===== src/rtl/core/lrupr_pkg.sv =====
// ----------------------------------------------------------------------------
// LRU page replacement: shared types and constants
// Sequencer state codes, scan status flags and the fixed field widths.
// ----------------------------------------------------------------------------
package lrupr_pkg;

    localparam int CFG_W      = 5;
    localparam int SLOT_OUT_W = 4;
    localparam int STAMP_W    = 32;
    localparam int COUNT_W    = 32;

    localparam logic [CFG_W-1:0]   CFG_RESET = 5'd16;
    localparam logic [COUNT_W-1:0] COUNT_MAX = '1;

    typedef enum logic [2:0] {
        ST_IDLE   = 3'b001,
        ST_SCAN   = 3'b010,
        ST_UPDATE = 3'b100
    } seq_state_t;

    typedef struct packed {
        logic hit;
        logic empty;
    } scan_flags_t;

endpackage


===== src/rtl/core/lru_page_replacement.sv =====
// ----------------------------------------------------------------------------
// LRU page replacement
// Timestamp based least-recently-used replacement over a set of page frames.
// ----------------------------------------------------------------------------
// A page reference is taken when start is high and busy is low. The block
// then reads the active frames one per cycle from its frame store through a
// single compare unit, which finds a hit, the first empty frame and the
// oldest stamp. The update state then writes the chosen frame, after which
// the result beat appears on fault, frame_slot, evicted_valid, evicted_page
// and fault_total for exactly one cycle with done high. A new reference is
// not taken before the previous one has reached its result beat. busy is
// low in the cycle that carries the result beat. The receiver cannot stall
// the block. cfg_write with cfg_data sets the number of active frames; the
// user writes it between references only, which the block does not enforce.
// Reset empties every frame, clears the use clock and the fault count, sets
// the active frame count to sixteen and needs no clearing pass.
// ----------------------------------------------------------------------------
module lru_page_replacement
    import lrupr_pkg::*;
#(
    parameter int FRAMES    = 16,
    parameter int PAGE_BITS = 16
) (
    input  logic                  clk,
    input  logic                  rst_n,
    input  logic                  cfg_write,
    input  logic [CFG_W-1:0]      cfg_data,
    input  logic                  start,
    input  logic [PAGE_BITS-1:0]  page,
    output logic                  busy,
    output logic                  done,
    output logic                  fault,
    output logic [SLOT_OUT_W-1:0] frame_slot,
    output logic                  evicted_valid,
    output logic [PAGE_BITS-1:0]  evicted_page,
    output logic [COUNT_W-1:0]    fault_total
);

    localparam int IDX_W  = (FRAMES > 1) ? $clog2(FRAMES) : 1;
    localparam int N_W    = $clog2(FRAMES + 1);
    localparam int DATA_W = PAGE_BITS + STAMP_W;

    seq_state_t           state_reg;
    seq_state_t           state_next;
    logic [CFG_W-1:0]     cfg_reg;
    logic [N_W-1:0]       n_active;
    logic [N_W-1:0]       n_reg;
    logic [N_W-1:0]       iss_reg;
    logic                 pend_reg;
    logic [IDX_W-1:0]     cmp_idx_reg;
    logic [PAGE_BITS-1:0] page_reg;
    logic [FRAMES-1:0]    slot_valid_reg;
    logic [STAMP_W-1:0]   use_clock_reg;
    logic [STAMP_W-1:0]   use_clock_next;
    logic [COUNT_W-1:0]   fault_count_reg;
    logic                 accept;
    logic                 rd_en;
    logic                 wr_en;
    logic [DATA_W-1:0]    rd_data;
    scan_flags_t          flags;
    logic [IDX_W-1:0]     hit_idx;
    logic [IDX_W-1:0]     empty_idx;
    logic [IDX_W-1:0]     min_idx;
    logic [PAGE_BITS-1:0] min_page;
    logic [IDX_W-1:0]     slot_sel;
    logic                 done_reg;
    logic                 fault_reg;
    logic [SLOT_OUT_W-1:0] slot_out_reg;
    logic                 ev_valid_reg;
    logic [PAGE_BITS-1:0] ev_page_reg;

    assign accept = start && (state_reg == ST_IDLE);
    assign rd_en  = (state_reg == ST_SCAN) && (iss_reg != n_reg);
    assign wr_en  = (state_reg == ST_UPDATE);

    always_comb
    begin
        if (cfg_reg == '0)
        begin
            n_active = N_W'(1);
        end
        else if (32'(cfg_reg) > 32'(FRAMES))
        begin
            n_active = N_W'(FRAMES);
        end
        else
        begin
            n_active = N_W'(cfg_reg);
        end
    end

    always_comb
    begin
        if (flags.hit)
        begin
            slot_sel = hit_idx;
        end
        else if (flags.empty)
        begin
            slot_sel = empty_idx;
        end
        else
        begin
            slot_sel = min_idx;
        end
    end

    assign use_clock_next = use_clock_reg + STAMP_W'(1);

    always_comb
    begin
        state_next = state_reg;
        case (state_reg)
            ST_IDLE:
            begin
                if (start)
                begin
                    state_next = ST_SCAN;
                end
            end
            ST_SCAN:
            begin
                if ((iss_reg == n_reg) && !pend_reg)
                begin
                    state_next = ST_UPDATE;
                end
            end
            ST_UPDATE:
            begin
                state_next = ST_IDLE;
            end
            default:
            begin
                state_next = ST_IDLE;
            end
        endcase
    end

    always_ff @(posedge clk or negedge rst_n)
    begin
        if (!rst_n)
        begin
            state_reg       <= ST_IDLE;
            cfg_reg         <= CFG_RESET;
            iss_reg         <= '0;
            pend_reg        <= 1'b0;
            slot_valid_reg  <= '0;
            use_clock_reg   <= '0;
            fault_count_reg <= '0;
            done_reg        <= 1'b0;
        end
        else
        begin
            state_reg <= state_next;
            pend_reg  <= rd_en;
            done_reg  <= wr_en;
            if (cfg_write)
            begin
                cfg_reg <= cfg_data;
            end
            if (accept)
            begin
                iss_reg <= '0;
            end
            else if (rd_en)
            begin
                iss_reg <= iss_reg + N_W'(1);
            end
            if (wr_en)
            begin
                slot_valid_reg[slot_sel] <= 1'b1;
                use_clock_reg            <= use_clock_next;
                if (!flags.hit && (fault_count_reg != COUNT_MAX))
                begin
                    fault_count_reg <= fault_count_reg + COUNT_W'(1);
                end
            end
        end
    end

    always_ff @(posedge clk)
    begin
        if (accept)
        begin
            page_reg <= page;
            n_reg    <= n_active;
        end
        cmp_idx_reg <= iss_reg[IDX_W-1:0];
        if (wr_en)
        begin
            fault_reg    <= !flags.hit;
            slot_out_reg <= SLOT_OUT_W'(slot_sel);
            ev_valid_reg <= !flags.hit && !flags.empty;
            ev_page_reg  <= (!flags.hit && !flags.empty) ? min_page : '0;
        end
    end

    lrupr_frame_mem #(
        .DEPTH  (FRAMES),
        .ADDR_W (IDX_W),
        .DATA_W (DATA_W)
    ) u_frame_mem (
        .clk     (clk),
        .wr_en   (wr_en),
        .wr_addr (slot_sel),
        .wr_data ({page_reg, use_clock_next}),
        .rd_en   (rd_en),
        .rd_addr (iss_reg[IDX_W-1:0]),
        .rd_data (rd_data)
    );

    lrupr_scan_unit #(
        .IDX_W     (IDX_W),
        .PAGE_BITS (PAGE_BITS)
    ) u_scan_unit (
        .clk         (clk),
        .rst_n       (rst_n),
        .clear       (accept),
        .en          (pend_reg),
        .idx         (cmp_idx_reg),
        .entry_valid (slot_valid_reg[cmp_idx_reg]),
        .entry_page  (rd_data[DATA_W-1:STAMP_W]),
        .entry_stamp (rd_data[STAMP_W-1:0]),
        .ref_page    (page_reg),
        .flags       (flags),
        .hit_idx     (hit_idx),
        .empty_idx   (empty_idx),
        .min_idx     (min_idx),
        .min_page    (min_page)
    );

    assign busy          = (state_reg != ST_IDLE);
    assign done          = done_reg;
    assign fault         = fault_reg;
    assign frame_slot    = slot_out_reg;
    assign evicted_valid = ev_valid_reg;
    assign evicted_page  = ev_page_reg;
    assign fault_total   = fault_count_reg;

`ifndef SYNTHESIS
    a_done_single: assert property (@(posedge clk) disable iff (!rst_n)
        done |=> !done)
        else $error("Result beat lasted more than one cycle.");

    a_done_idle: assert property (@(posedge clk) disable iff (!rst_n)
        done |-> !busy)
        else $error("Result beat appeared while a reference was in progress.");

    a_accept_busy: assert property (@(posedge clk) disable iff (!rst_n)
        (start && !busy) |=> busy)
        else $error("Accepted reference did not start a scan.");

    a_evict_fault: assert property (@(posedge clk) disable iff (!rst_n)
        (done && evicted_valid) |-> fault)
        else $error("Eviction reported on a hit.");

    a_scan_complete: assert property (@(posedge clk) disable iff (!rst_n)
        (state_reg == ST_UPDATE) |-> ((iss_reg == n_reg) && !pend_reg))
        else $error("Frame written before the scan finished.");
`endif

endmodule


===== src/rtl/core/lrupr_frame_mem.sv =====
// ----------------------------------------------------------------------------
// LRU page replacement: frame store
// One write port and one registered read port holding page and stamp per frame.
// ----------------------------------------------------------------------------
module lrupr_frame_mem #(
    parameter int DEPTH  = 16,
    parameter int ADDR_W = 4,
    parameter int DATA_W = 48
) (
    input  logic              clk,
    input  logic              wr_en,
    input  logic [ADDR_W-1:0] wr_addr,
    input  logic [DATA_W-1:0] wr_data,
    input  logic              rd_en,
    input  logic [ADDR_W-1:0] rd_addr,
    output logic [DATA_W-1:0] rd_data
);

    logic [DATA_W-1:0] mem [DEPTH];
    logic [DATA_W-1:0] rd_data_reg;

    always_ff @(posedge clk)
    begin
        if (wr_en)
        begin
            mem[wr_addr] <= wr_data;
        end
    end

    always_ff @(posedge clk)
    begin
        if (rd_en)
        begin
            rd_data_reg <= mem[rd_addr];
        end
    end

    assign rd_data = rd_data_reg;

endmodule


===== src/rtl/core/lrupr_scan_unit.sv =====
// ----------------------------------------------------------------------------
// LRU page replacement: scan unit
// Looks at one frame per cycle while en is high and keeps the first hit, the
// first empty frame and the frame with the smallest stamp.
// ----------------------------------------------------------------------------
module lrupr_scan_unit
    import lrupr_pkg::*;
#(
    parameter int IDX_W     = 4,
    parameter int PAGE_BITS = 16
) (
    input  logic                 clk,
    input  logic                 rst_n,
    input  logic                 clear,
    input  logic                 en,
    input  logic [IDX_W-1:0]     idx,
    input  logic                 entry_valid,
    input  logic [PAGE_BITS-1:0] entry_page,
    input  logic [STAMP_W-1:0]   entry_stamp,
    input  logic [PAGE_BITS-1:0] ref_page,
    output scan_flags_t          flags,
    output logic [IDX_W-1:0]     hit_idx,
    output logic [IDX_W-1:0]     empty_idx,
    output logic [IDX_W-1:0]     min_idx,
    output logic [PAGE_BITS-1:0] min_page
);

    scan_flags_t          flags_reg;
    scan_flags_t          flags_next;
    logic                 first_reg;
    logic [IDX_W-1:0]     hit_idx_reg;
    logic [IDX_W-1:0]     empty_idx_reg;
    logic [IDX_W-1:0]     min_idx_reg;
    logic [PAGE_BITS-1:0] min_page_reg;
    logic [STAMP_W-1:0]   min_stamp_reg;
    logic                 take_hit;
    logic                 take_empty;
    logic                 take_min;

    assign take_hit   = en && entry_valid && (entry_page == ref_page) && !flags_reg.hit;
    assign take_empty = en && !entry_valid && !flags_reg.empty;
    assign take_min   = en && (first_reg || (entry_stamp < min_stamp_reg));

    always_comb
    begin
        flags_next = flags_reg;
        if (clear)
        begin
            flags_next = '0;
        end
        else
        begin
            if (take_hit)
            begin
                flags_next.hit = 1'b1;
            end
            if (take_empty)
            begin
                flags_next.empty = 1'b1;
            end
        end
    end

    always_ff @(posedge clk or negedge rst_n)
    begin
        if (!rst_n)
        begin
            flags_reg <= '0;
            first_reg <= 1'b1;
        end
        else
        begin
            flags_reg <= flags_next;
            if (clear)
            begin
                first_reg <= 1'b1;
            end
            else if (en)
            begin
                first_reg <= 1'b0;
            end
        end
    end

    always_ff @(posedge clk)
    begin
        if (take_hit)
        begin
            hit_idx_reg <= idx;
        end
        if (take_empty)
        begin
            empty_idx_reg <= idx;
        end
        if (take_min)
        begin
            min_idx_reg   <= idx;
            min_page_reg  <= entry_page;
            min_stamp_reg <= entry_stamp;
        end
    end

    assign flags     = flags_reg;
    assign hit_idx   = hit_idx_reg;
    assign empty_idx = empty_idx_reg;
    assign min_idx   = min_idx_reg;
    assign min_page  = min_page_reg;

endmodule


===== config.mk =====
export PLATFORM = sky130hd
export DESIGN_NAME = lru_page_replacement
export DESIGN_NICKNAME = d
export VERILOG_FILES = /design/src/rtl/core/lrupr_pkg.sv /design/src/rtl/core/lru_page_replacement.sv /design/src/rtl/core/lrupr_frame_mem.sv /design/src/rtl/core/lrupr_scan_unit.sv
export SDC_FILE = /design/constraint.sdc
export NUM_CORES = 1
export LEC_CHECK = 0
export ABC_CLOCK_PERIOD_IN_PS = 13180
export BUFFER_PORTS_ARGS = -buffer_cell sky130_fd_sc_hd__buf_2
export CAP_MARGIN = 20
export CORE_UTILIZATION = 40
export CTS_BUF_LIST = sky130_fd_sc_hd__clkbuf_8
export CTS_CLUSTER_DIAMETER = 60
export DETAILED_ROUTE_END_ITERATION = 7
export PLACE_DENSITY = 0.61
export SETUP_SLACK_MARGIN = 0.5
export SLEW_MARGIN = 10
export SYNTH_ARGS = -nofsm -noshare
export SYNTH_HDL_FRONTEND = slang
export SYNTH_SLANG_ARGS = --single-unit

===== constraint.sdc =====
create_clock -name clk -period 13.18 [get_ports clk]
set_clock_uncertainty 0.05 [all_clocks]
set_input_delay 2.636 -clock clk [delete_from_list [all_inputs] [get_ports clk]]
set_output_delay 2.636 -clock clk [all_outputs]
set_load 0.02 [all_outputs]

# After elaboration in Yosys (flattened, before gate mapping)
# Memories as Yosys holds them, arrays and structs flattened. A register that Yosys moved wholly into a read port is not among the register bits.
# Cells that the tools add are included.
# word_totals
register_bits	205
ramBits	768
in_bits	25
out_inout_bits	56
elab_cells	88
n_memories	1
# op_classes
addsub	3
n_lt_le_gt_ge	5
n_eq_ne	10
mux	19
n_bitwise	1
n_reduce_logical	25
# memory_table
memory	depth	word_bits	read_ports	rd_ports_with_merged_regs	write_ports	line_no	source
u_frame_mem.mem	16	48	1	1	1	lrupr_frame_mem.sv:19	logic [DATA_W-1:0] mem [DEPTH];
# ops
cell	count
$add 32x1->32 const B	2
$lt 32x32->1	1
$ne 32x32->1 const B	1
$eq 16x16->1	1
$or 16x16->16	1
$mux 5	3
$logic_and 1x1->1	12
$lt 4x5->1 const B	2
$mux 1	8
$mux 4	2
$reduce_bool 2->1	4
$mux 3	2
$pmux 3 s2	1
$add 5x1->5 const B	1
$eq 5x5->1	1
$gt 5x5->1 const B	1
$logic_not 5->1	1
$ne 5x5->1	1
$bmux 1 s4	1
$demux 1 s4	1
$ge 4x1->1 const B	1
$logic_not 1->1	4
$reduce_and 2->1	2
$eq 3x1->1 const B	1
other kinds (8)	8

# Depth between registers and ports, before layout
# Gate-level depths: netlist of the first run.
# logic_depth
word_depth	7
mapped_depth	7
mapped_depth_nobuf	7

# Cells and area by module
# From an unflattened synthesis of the first run, not the netlist that was laid out.
# unflattened
cells_unflattened	1983
hier_area_um2	39506.6
# by_module_without_submodules
mod	n_inst	cells_per_inst	area_per_inst_um2	seq_area_each_um2
lrupr_frame_mem	1	1242	30175.2	24503.5
lru_page_replacement	1	540	6451.2	3751.1
lrupr_scan_unit	1	201	2880.3	1878.1

# Worst setup path after synthesis of the first run
# No wires, ideal clock.
# synth_timing
path_type	reg-to-reg
start	register u_frame_mem.rd_data_reg[2], in the netlist u_frame_mem.rd_data[2], read port of u_frame_mem.mem
end	register u_scan_unit.min_idx_reg[0], in the netlist u_scan_unit.min_idx[0], enable pin
t_arrival_ns	3.992
required_time_ns	12.651
slack_ns	8.659
stages_incl_launch_ff	7
n_path_buf	0
synth_period_minus_slack_ns	4.521
path_cell_list	edfxtp_1 > ha_1 > a211o_1 > a31oi_1 > o31ai_1 > a211o_1 > a21oi_1
# synth_via
elab_chain_cells	3
# synth_rtl
item	line_no	source
from (decl)	lrupr_frame_mem.sv:20	logic [DATA_W-1:0] rd_data_reg;
$lt 32x32->1	lrupr_scan_unit.sv:42	assign take_min = en && (first_reg || (entry_stamp < min_stamp_reg));
$logic_or 1x1->1	lrupr_scan_unit.sv:42	
$logic_and 1x1->1	lrupr_scan_unit.sv:42	
via u_scan_unit.take_min	lrupr_scan_unit.sv:38	logic take_min;
to (signal assigned)	lrupr_scan_unit.sv:97	min_idx_reg <= idx;
to (decl)	lrupr_scan_unit.sv:33	logic [IDX_W-1:0] min_idx_reg;
# The timed path passes the listed nets, and every way through them passes these cells.
# A chain may end at the register's enable or synchronous reset.

# Final worst setup path of the first run
# layout_timing
start	register state_reg[0]
end	output port busy
# layout_via
elab_chain_cells	1
# layout_rtl
item	line_no	source
from (decl)	lru_page_replacement.sv:43	seq_state_t state_reg;
from (signal assigned)	lru_page_replacement.sv:154	state_reg <= state_next;
$ne 3x1->1	lru_page_replacement.sv:232	assign busy = (state_reg != ST_IDLE);
to (decl)	lru_page_replacement.sv:30	output logic busy,
# Every way passes these cells.

==> flow_metrics.env, run 1 <==
export IMPL_status="completed"
export IMPL_core_area_sq_mm=0.09728
export IMPL_vias_per_cell=5.410
export IMPL_drtIter0Drc=1864
export IMPL_seq_area_frac_synth_pct=76.18
export IMPL_dp_cells=3189
export IMPL_globalplace_congestion=0.7594
export IMPL_cts_buffers=162
export IMPL_clock_latency_ns=0.83
export IMPL_holdBufCountCts=0
export IMPL_cts_tree="built"
export IMPL_io_pins=81
export IMPL_crit_family="flip-flops"
export IMPL_globalRouteOverflowTotal=0
export IMPL_die_h_microns=316.5
export IMPL_grt_pass1_vias=19731
export IMPL_clock_fmax_mhz=214.0
export IMPL_relSlewSlack_pct=22.25
export IMPL_reg2reg_from="state_reg[1]$_DFFE_PN0P_"
export IMPL_grt_use_total_pct=17.92
export IMPL_finalSetupViolCount=0
export IMPL_layout_nets=2150
export IMPL_critPathLaunch="state_reg[0]$_DFFE_PN1P_"
export IMPL_crit_path_max_fanout=5
export IMPL_drv_slew=0
export IMPL_routed_wl_microns=87430
export IMPL_total_power_mw=7.671
export IMPL_rsz0062_at_grt="false"
export IMPL_detailed_place_hpwl_microns=45580
export IMPL_arrival_ns=1.99
export IMPL_fin_crit_sh_pct=35.46
export IMPL_worst_path_buf_inv=2
export IMPL_io_buffers=80
export IMPL_hold_viol_final=0
export IMPL_syn_num_nets=1932
export IMPL_routed_via_count=18874
export IMPL_fillers=8161
export IMPL_drive_gt1_share_pct=28.62
export IMPL_num_rows=114
export IMPL_cts_max_path_buffers=3
export IMPL_async_reset_ff_share_pct=9.598
export IMPL_cap_violations=0
export IMPL_synth_area_top_cells="edfxtp_1 70%, mux4_2 14%, dfrtp_1 6.0%"
export IMPL_placed_area_sq_mm=0.04168
export IMPL_crit_slowest_cell="dfstp_2"
export IMPL_start_util_pct=40.66
export IMPL_instances_no_fill=3489
export IMPL_grt_max_degree=65
export IMPL_p_per_area_mw_per_mm2=170.7
export IMPL_grt_first_pass_wirelength_microns=129700
export IMPL_p_leak_nw=15.10
export IMPL_post_route_min_period_ns=4.674
export IMPL_ys_ff_latch=1021
export IMPL_syn2layout_area_growth_pct=13.59
export IMPL_synth_avg_cell_area_sq_um=21.14
export IMPL_syn_inst=1871
export IMPL_largest_reg_flops=768
export IMPL_max_stage_delay_ns=0.58
export IMPL_cts_setup_buffers=0
export IMPL_root_buffer="clkbuf_8"
export IMPL_die_area_sq_mm=0.1001
export IMPL_clk_pin_slew_ns=0.06
export IMPL_wire_per_inst_microns=25.06
export IMPL_crit_type="reg2out"
export IMPL_h_tree_depth=4
export IMPL_crit_path_start_kind="register"
export IMPL_cts_sinks=1021
export IMPL_netlist_area_sq_mm=0.03955
export IMPL_netlist_area_leader_share_pct=69.77
export IMPL_cp_required_ns=10.49
export IMPL_post_route_cell_area_sq_mm=0.04493
export IMPL_path_cells="nor3b_1 -> inv_1 -> buf_2"
export IMPL_synth_cell_types=49
export IMPL_cts_resized=0
export IMPL_min_delay_start="u_frame_mem.rd_data[26]$_DFFE_PP_"
export IMPL_synthFlopType="edfxtp_1"
export IMPL_yosysTopAreaCell="edfxtp_1"
export IMPL_vdd_ir_drop_max_v=0.00009671
export IMPL_yosys_warnings=0
export IMPL_ant_nets=0
export IMPL_crit_path_end_kind="primary output"
export IMPL_tightestPinTransition_ns=1.158
export IMPL_antenna_found_initial=1
export IMPL_fp_dieW_microns=316.5
export IMPL_first_pass_iters=5
export IMPL_min_path_type="reg2reg"
export IMPL_drc=0
export IMPL_synth_edf_count=919
export IMPL_fin_setup_tns_ns=0
-- final cells by class --
cell class / instances / area [sq um] / share of cell area, %
Tap cell: 1276 / 1597 / 3.553
Inverter: 42 / 157.7 / 0.3509
Sequential cell: 1021 / 30150 / 67.09
Timing Repair Buffer: 132 / 817.0 / 1.818
Multi-Input combinational cell: 730 / 9125 / 20.31
Clock buffer: 165 / 2271 / 5.054
Clock inverter: 122 / 815.8 / 1.816
Antenna cell: 1 / 2.502 / 0.005569
-- cells in the final DEF, fill, tap and decap left out, types with 6 or more instances in the layout --
cell       synthesis  layout
clkinv_1           1      31
edfxtp_1         919     919
xnor2_2            0       6
and3_1            15      15
xnor2_1           80      74
bufinv_16          0       7
xor2_1            36      35
buf_4              0      48
clkbuf_8           0     165
and2_1            22      22
o21bai_1           8       8
or2_2             11      11
nor2_4             0      16
and4_1             9       9
nor4_1             6       6
mux2i_1            6       6
a21oi_1           14      12
mux2_2             6       6
inv_1             41      98
buf_2             21      79
nor2_1            45      29
clkinv_2           0      13
nand2_1           55      55
o21ai_0            9       9
mux4_2           245     245
nor3_1            13      13
dfrtp_1           95      91
nand4_1           32      32
nand3_1           43      43
ha_1              36      36
-- synthesized netlist by cell type (2+ instances only) --
| master | n |
|---|---|
| dfrtp_1 | 95 |
| nor2_1 | 45 |
| nor4_4 | 3 |
| a221oi_1 | 2 |
| inv_1 | 41 |
| mux4_2 | 245 |
| nand4b_1 | 2 |
| and4_1 | 9 |
| and3_1 | 15 |
| a211o_1 | 3 |
| mux2i_1 | 6 |
| nand2b_1 | 4 |
| and2_1 | 22 |
| a21o_1 | 5 |
| nand3_1 | 43 |
| nand2_1 | 55 |
| nor3b_1 | 4 |
| ha_1 | 36 |
| clkbuf_1 | 47 |
| xnor2_1 | 80 |
| edfxtp_1 | 919 |
| o21a_1 | 2 |
| nor3_1 | 13 |
| buf_2 | 21 |
| dfxtp_1 | 4 |
| xor2_1 | 36 |
| dfstp_2 | 3 |
| buf_1 | 8 |
| buf_6 | 2 |
| nand4_1 | 32 |
| mux2_2 | 6 |
| o21bai_1 | 8 |
| a211oi_1 | 3 |
| or2_2 | 11 |
| a21oi_1 | 14 |
| nor4_1 | 6 |
| o21ai_0 | 9 |
-- kinds of logic after synthesis --
kind of cell,synth area share [%]
DFF,76.18
and+or+nand+nor,3.796
muxes,14.27
buffers and inverters,1.243
xor gates and xnor gates,2.569
AOI/OAI and AO/OA,0.8003
adders and majority gates,1.139
-- worst reg2reg max path, delay by kind of cell (launching register included) --
kind	cells	cell delay, ns
DFF	1	0.43
and+or+nand+nor	3	1.94
buffers and inverters	3	1.56
-- stage by stage --
stage | setup WS [ns] | utilization, % | hold slack [ns]
floorplan | 8.659 | - | 0.2954
global placement | 8.200 | 42.81 | 0.3928
detailed placement | 8.169 | 42.84 | 0.3967
CTS | 8.123 | 46.02 | 0.4100
global route | 8.364 | 46.19 | 0.4251
finish | 8.506 | 46.19 | 0.4132
-- layer usage --
layer	global-route usage, %	part of all wire (%)
met1	25.37	45
met4	5.507	1.8
met3	3.309	5.5
met2	28.29	48
met5	0	0
-- report_power, final --
| part | leakage (nW) | switching (mW) | internal (mW) | total (mW) |
|---|---|---|---|---|
| Sequential | 9.65 | 0.167 | 3.73 | 3.90 |
| Clock | 1.78 | 1.26 | 1.32 | 2.59 |
| Combinational | 3.67 | 0.540 | 0.646 | 1.19 |
-- final timing paths --
kind	to	slack, ns	cells after the start
worst min register to register	u_scan_unit.min_stamp_reg[26]$_DFFE_PP_	0.41	0
worst max-delay path	busy	8.51	3
min in group asynchronous	fault_total[19]$_DFFE_PN0P_	1.72	1
worst min-delay path	u_scan_unit.min_stamp_reg[26]$_DFFE_PP_	0.41	0
max in group asynchronous	iss_reg[1]$_DFFE_PN0P_	10.01	2
worst max register to register	u_frame_mem.mem[6][6]$_DFFE_PP_	8.75	6
Note: power is estimated with default switching activity, not from simulation.
==> run 2: changes to the inputs <==
- ABC_CLOCK_PERIOD_IN_PS: 13180 -> 4310
- clock period: 13.18 -> 4.31 ns (I/O delays scaled with it)
==> flow_metrics.env, run 2 (same netlist as run 1, synthesis figures left out) <==
export IMPL_post_route_min_period_ns=3.200
export IMPL_cts_max_path_buffers=3
export IMPL_drc=0
export IMPL_path_cells="and3_1 -> nand4_1 -> nor3_2 -> nand3_1 -> xnor2_1"
export IMPL_die_h_microns=316.5
export IMPL_status="completed"
export IMPL_grt_first_pass_wirelength_microns=128600
export IMPL_layout_nets=2174
export IMPL_p_leak_nw=15.25
export IMPL_fin_crit_sh_pct=74.25
export IMPL_cts_tree="built"
export IMPL_register_area_sq_mm=0.03015
export IMPL_crit_path_start_kind="register"
export IMPL_grt_pass1_vias=19775
export IMPL_drv_slew=0
export IMPL_instances_no_fill=3520
export IMPL_utilization_pct=46.64
export IMPL_first_pass_iters=5
export IMPL_pwr_share_clk_pct=33.3
export IMPL_rsz0062_at_grt="false"
export IMPL_setup_ws_ns=1.110
export IMPL_total_power_mw=23.69
export IMPL_crit_end="u_frame_mem.mem[14][26]$_DFFE_PP_"
export IMPL_syn2layout_area_growth_pct=14.71
export IMPL_drive_gt1_share_pct=29.78
export IMPL_crit_path_max_fanout=16
export IMPL_cts_resized=0
export IMPL_ant_nets=0
export IMPL_crit_path_end_kind="register"
export IMPL_cts_sinks=1021
export IMPL_root_buffer="clkbuf_8"
export IMPL_clock_latency_ns=0.83
export IMPL_mostFrequentLayoutCells="919 x edfxtp_1, 245 x mux4_2, 177 x clkbuf_8, 92 x inv_1, 91 x dfrtp_1"
export IMPL_drtIter0Drc=1607
export IMPL_crit_slowest_cell="xnor2_1"
export IMPL_tightestPinTransition_ns=1.103
export IMPL_io_buffers=80
export IMPL_routed_via_count=19008
export IMPL_p_int_mw=17.47
export IMPL_reg2reg_depth=5
export IMPL_multi_input_area_sq_mm=0.009095
export IMPL_r2r_slack_ns=1.11
export IMPL_post_route_cell_area_sq_mm=0.04537
export IMPL_cp_required_ns=4.73
export IMPL_relSlewSlack_pct=26.46
export IMPL_vias_per_cell=5.400
export IMPL_grt_use_total_pct=17.70
export IMPL_num_rows=114
export IMPL_fin_hold_ws_ns=0.1327
export IMPL_finalSetupViolCount=0
export IMPL_power_frac_seq_pct=50.1
export IMPL_start_util_pct=40.66
export IMPL_globalRouteOverflowTotal=0
export IMPL_max_stage_delay_ns=0.81
export IMPL_globalplace_congestion=0.8140
export IMPL_die_area_sq_mm=0.1001
export IMPL_grt_max_degree=69
export IMPL_hold_viol_final=0
export IMPL_reg2reg_from="use_clock_reg[14]$_DFFE_PN0P_"
export IMPL_p_switching_mw=6.217
export IMPL_fp_dieW_microns=316.5
export IMPL_core_area_sq_mm=0.09728
export IMPL_p_per_area_mw_per_mm2=522.1
export IMPL_antenna_found_initial=4
export IMPL_p_comb_share_pct=16.5
export IMPL_routed_wl_microns=86860
export IMPL_layout_commonest_cell="edfxtp_1"
export IMPL_clk_pin_slew_ns=0.06
export IMPL_detailed_place_hpwl_microns=49360
export IMPL_min_path_type="in2async"
export IMPL_post_place_ws_ns=0.9776
export IMPL_fin_setup_tns_ns=0
export IMPL_timing_rr_end="u_frame_mem.mem[14][26]$_DFFE_PP_"
export IMPL_netSwitchingFraction_pct=26.24
export IMPL_crit_type="reg2reg"
export IMPL_io_pins=81
export IMPL_placed_area_sq_mm=0.04215
export IMPL_fillers=8060
export IMPL_h_tree_depth=4
export IMPL_clock_fmax_mhz=312.5
export IMPL_critPathLaunch="use_clock_reg[14]$_DFFE_PN0P_"
export IMPL_wire_per_inst_microns=24.68
export IMPL_holdBufCountCts=0
export IMPL_cts_setup_buffers=0
export IMPL_vdd_ir_drop_max_v=0.0002919
export IMPL_cap_violations=0
export IMPL_dp_cells=3216
export IMPL_largest_reg_flops=768
export IMPL_arrival_ns=3.62
export IMPL_cts_buffers=162
run 2: power groups by stage:
stage | clock (mW) | sequential (mW) | combinational [mW]
finish | 7.90 | 11.9 | 3.92
global route | 8.51 | 11.9 | 4.22
CTS | 8.11 | 11.9 | 4.00
detailed placement | 0 | 12.1 | 3.99
global placement | 0 | 12.1 | 3.94
floorplan | 0 | 11.8 | 2.92
run 2: area by class of cell:
type,count,area share [%]
inverter,42,0.3475
timing repair buffer,156,2.752
sequential,1021,66.44
antenna,1,0.005515
tap,1276,3.519
multi-input combinational,730,20.05
clock buffer,177,5.369
clock inverter,117,1.519
run 2: metal layers:
layer,wire [microns],share of wire (%),track usage [%],up-vias
met2,40930,47,27.20,677
met3,6368,7.3,4.081,135
met1,37730,43,25.01,10081
li1,-,-,-,8115
met5,0,0,0,-
met4,1829,2.1,5.857,0
run 2: how the worst min path moves through the flow:
stage                                            from                                       to  slack, ns  cells past startpoint
finish                                          rst_n               fault_total[1]$_DFFE_PN0P_       0.13                      1
CTS                                           page[8]                    page_reg[8]$_DFFE_PP_       0.08                      1
floorplan                      iss_reg[2]$_DFFE_PN0P_                   cmp_idx_reg[2]$_DFF_P_       0.30                      0
detailed placement  u_frame_mem.rd_data[30]$_DFFE_PP_  u_scan_unit.min_stamp_reg[30]$_DFFE_PP_       0.40                      0
global route                                  page[7]                    page_reg[7]$_DFFE_PP_       0.11                      1
global placement    u_frame_mem.rd_data[31]$_DFFE_PP_  u_scan_unit.min_stamp_reg[31]$_DFFE_PP_       0.39                      0
run 2: worst max-delay path, delay by kind of cell (launching register included):
kind             cells  cell delay (ns)
flip-flops           1             0.50
AND/OR/NAND/NOR      4             1.48
XOR/XNOR             1             0.81
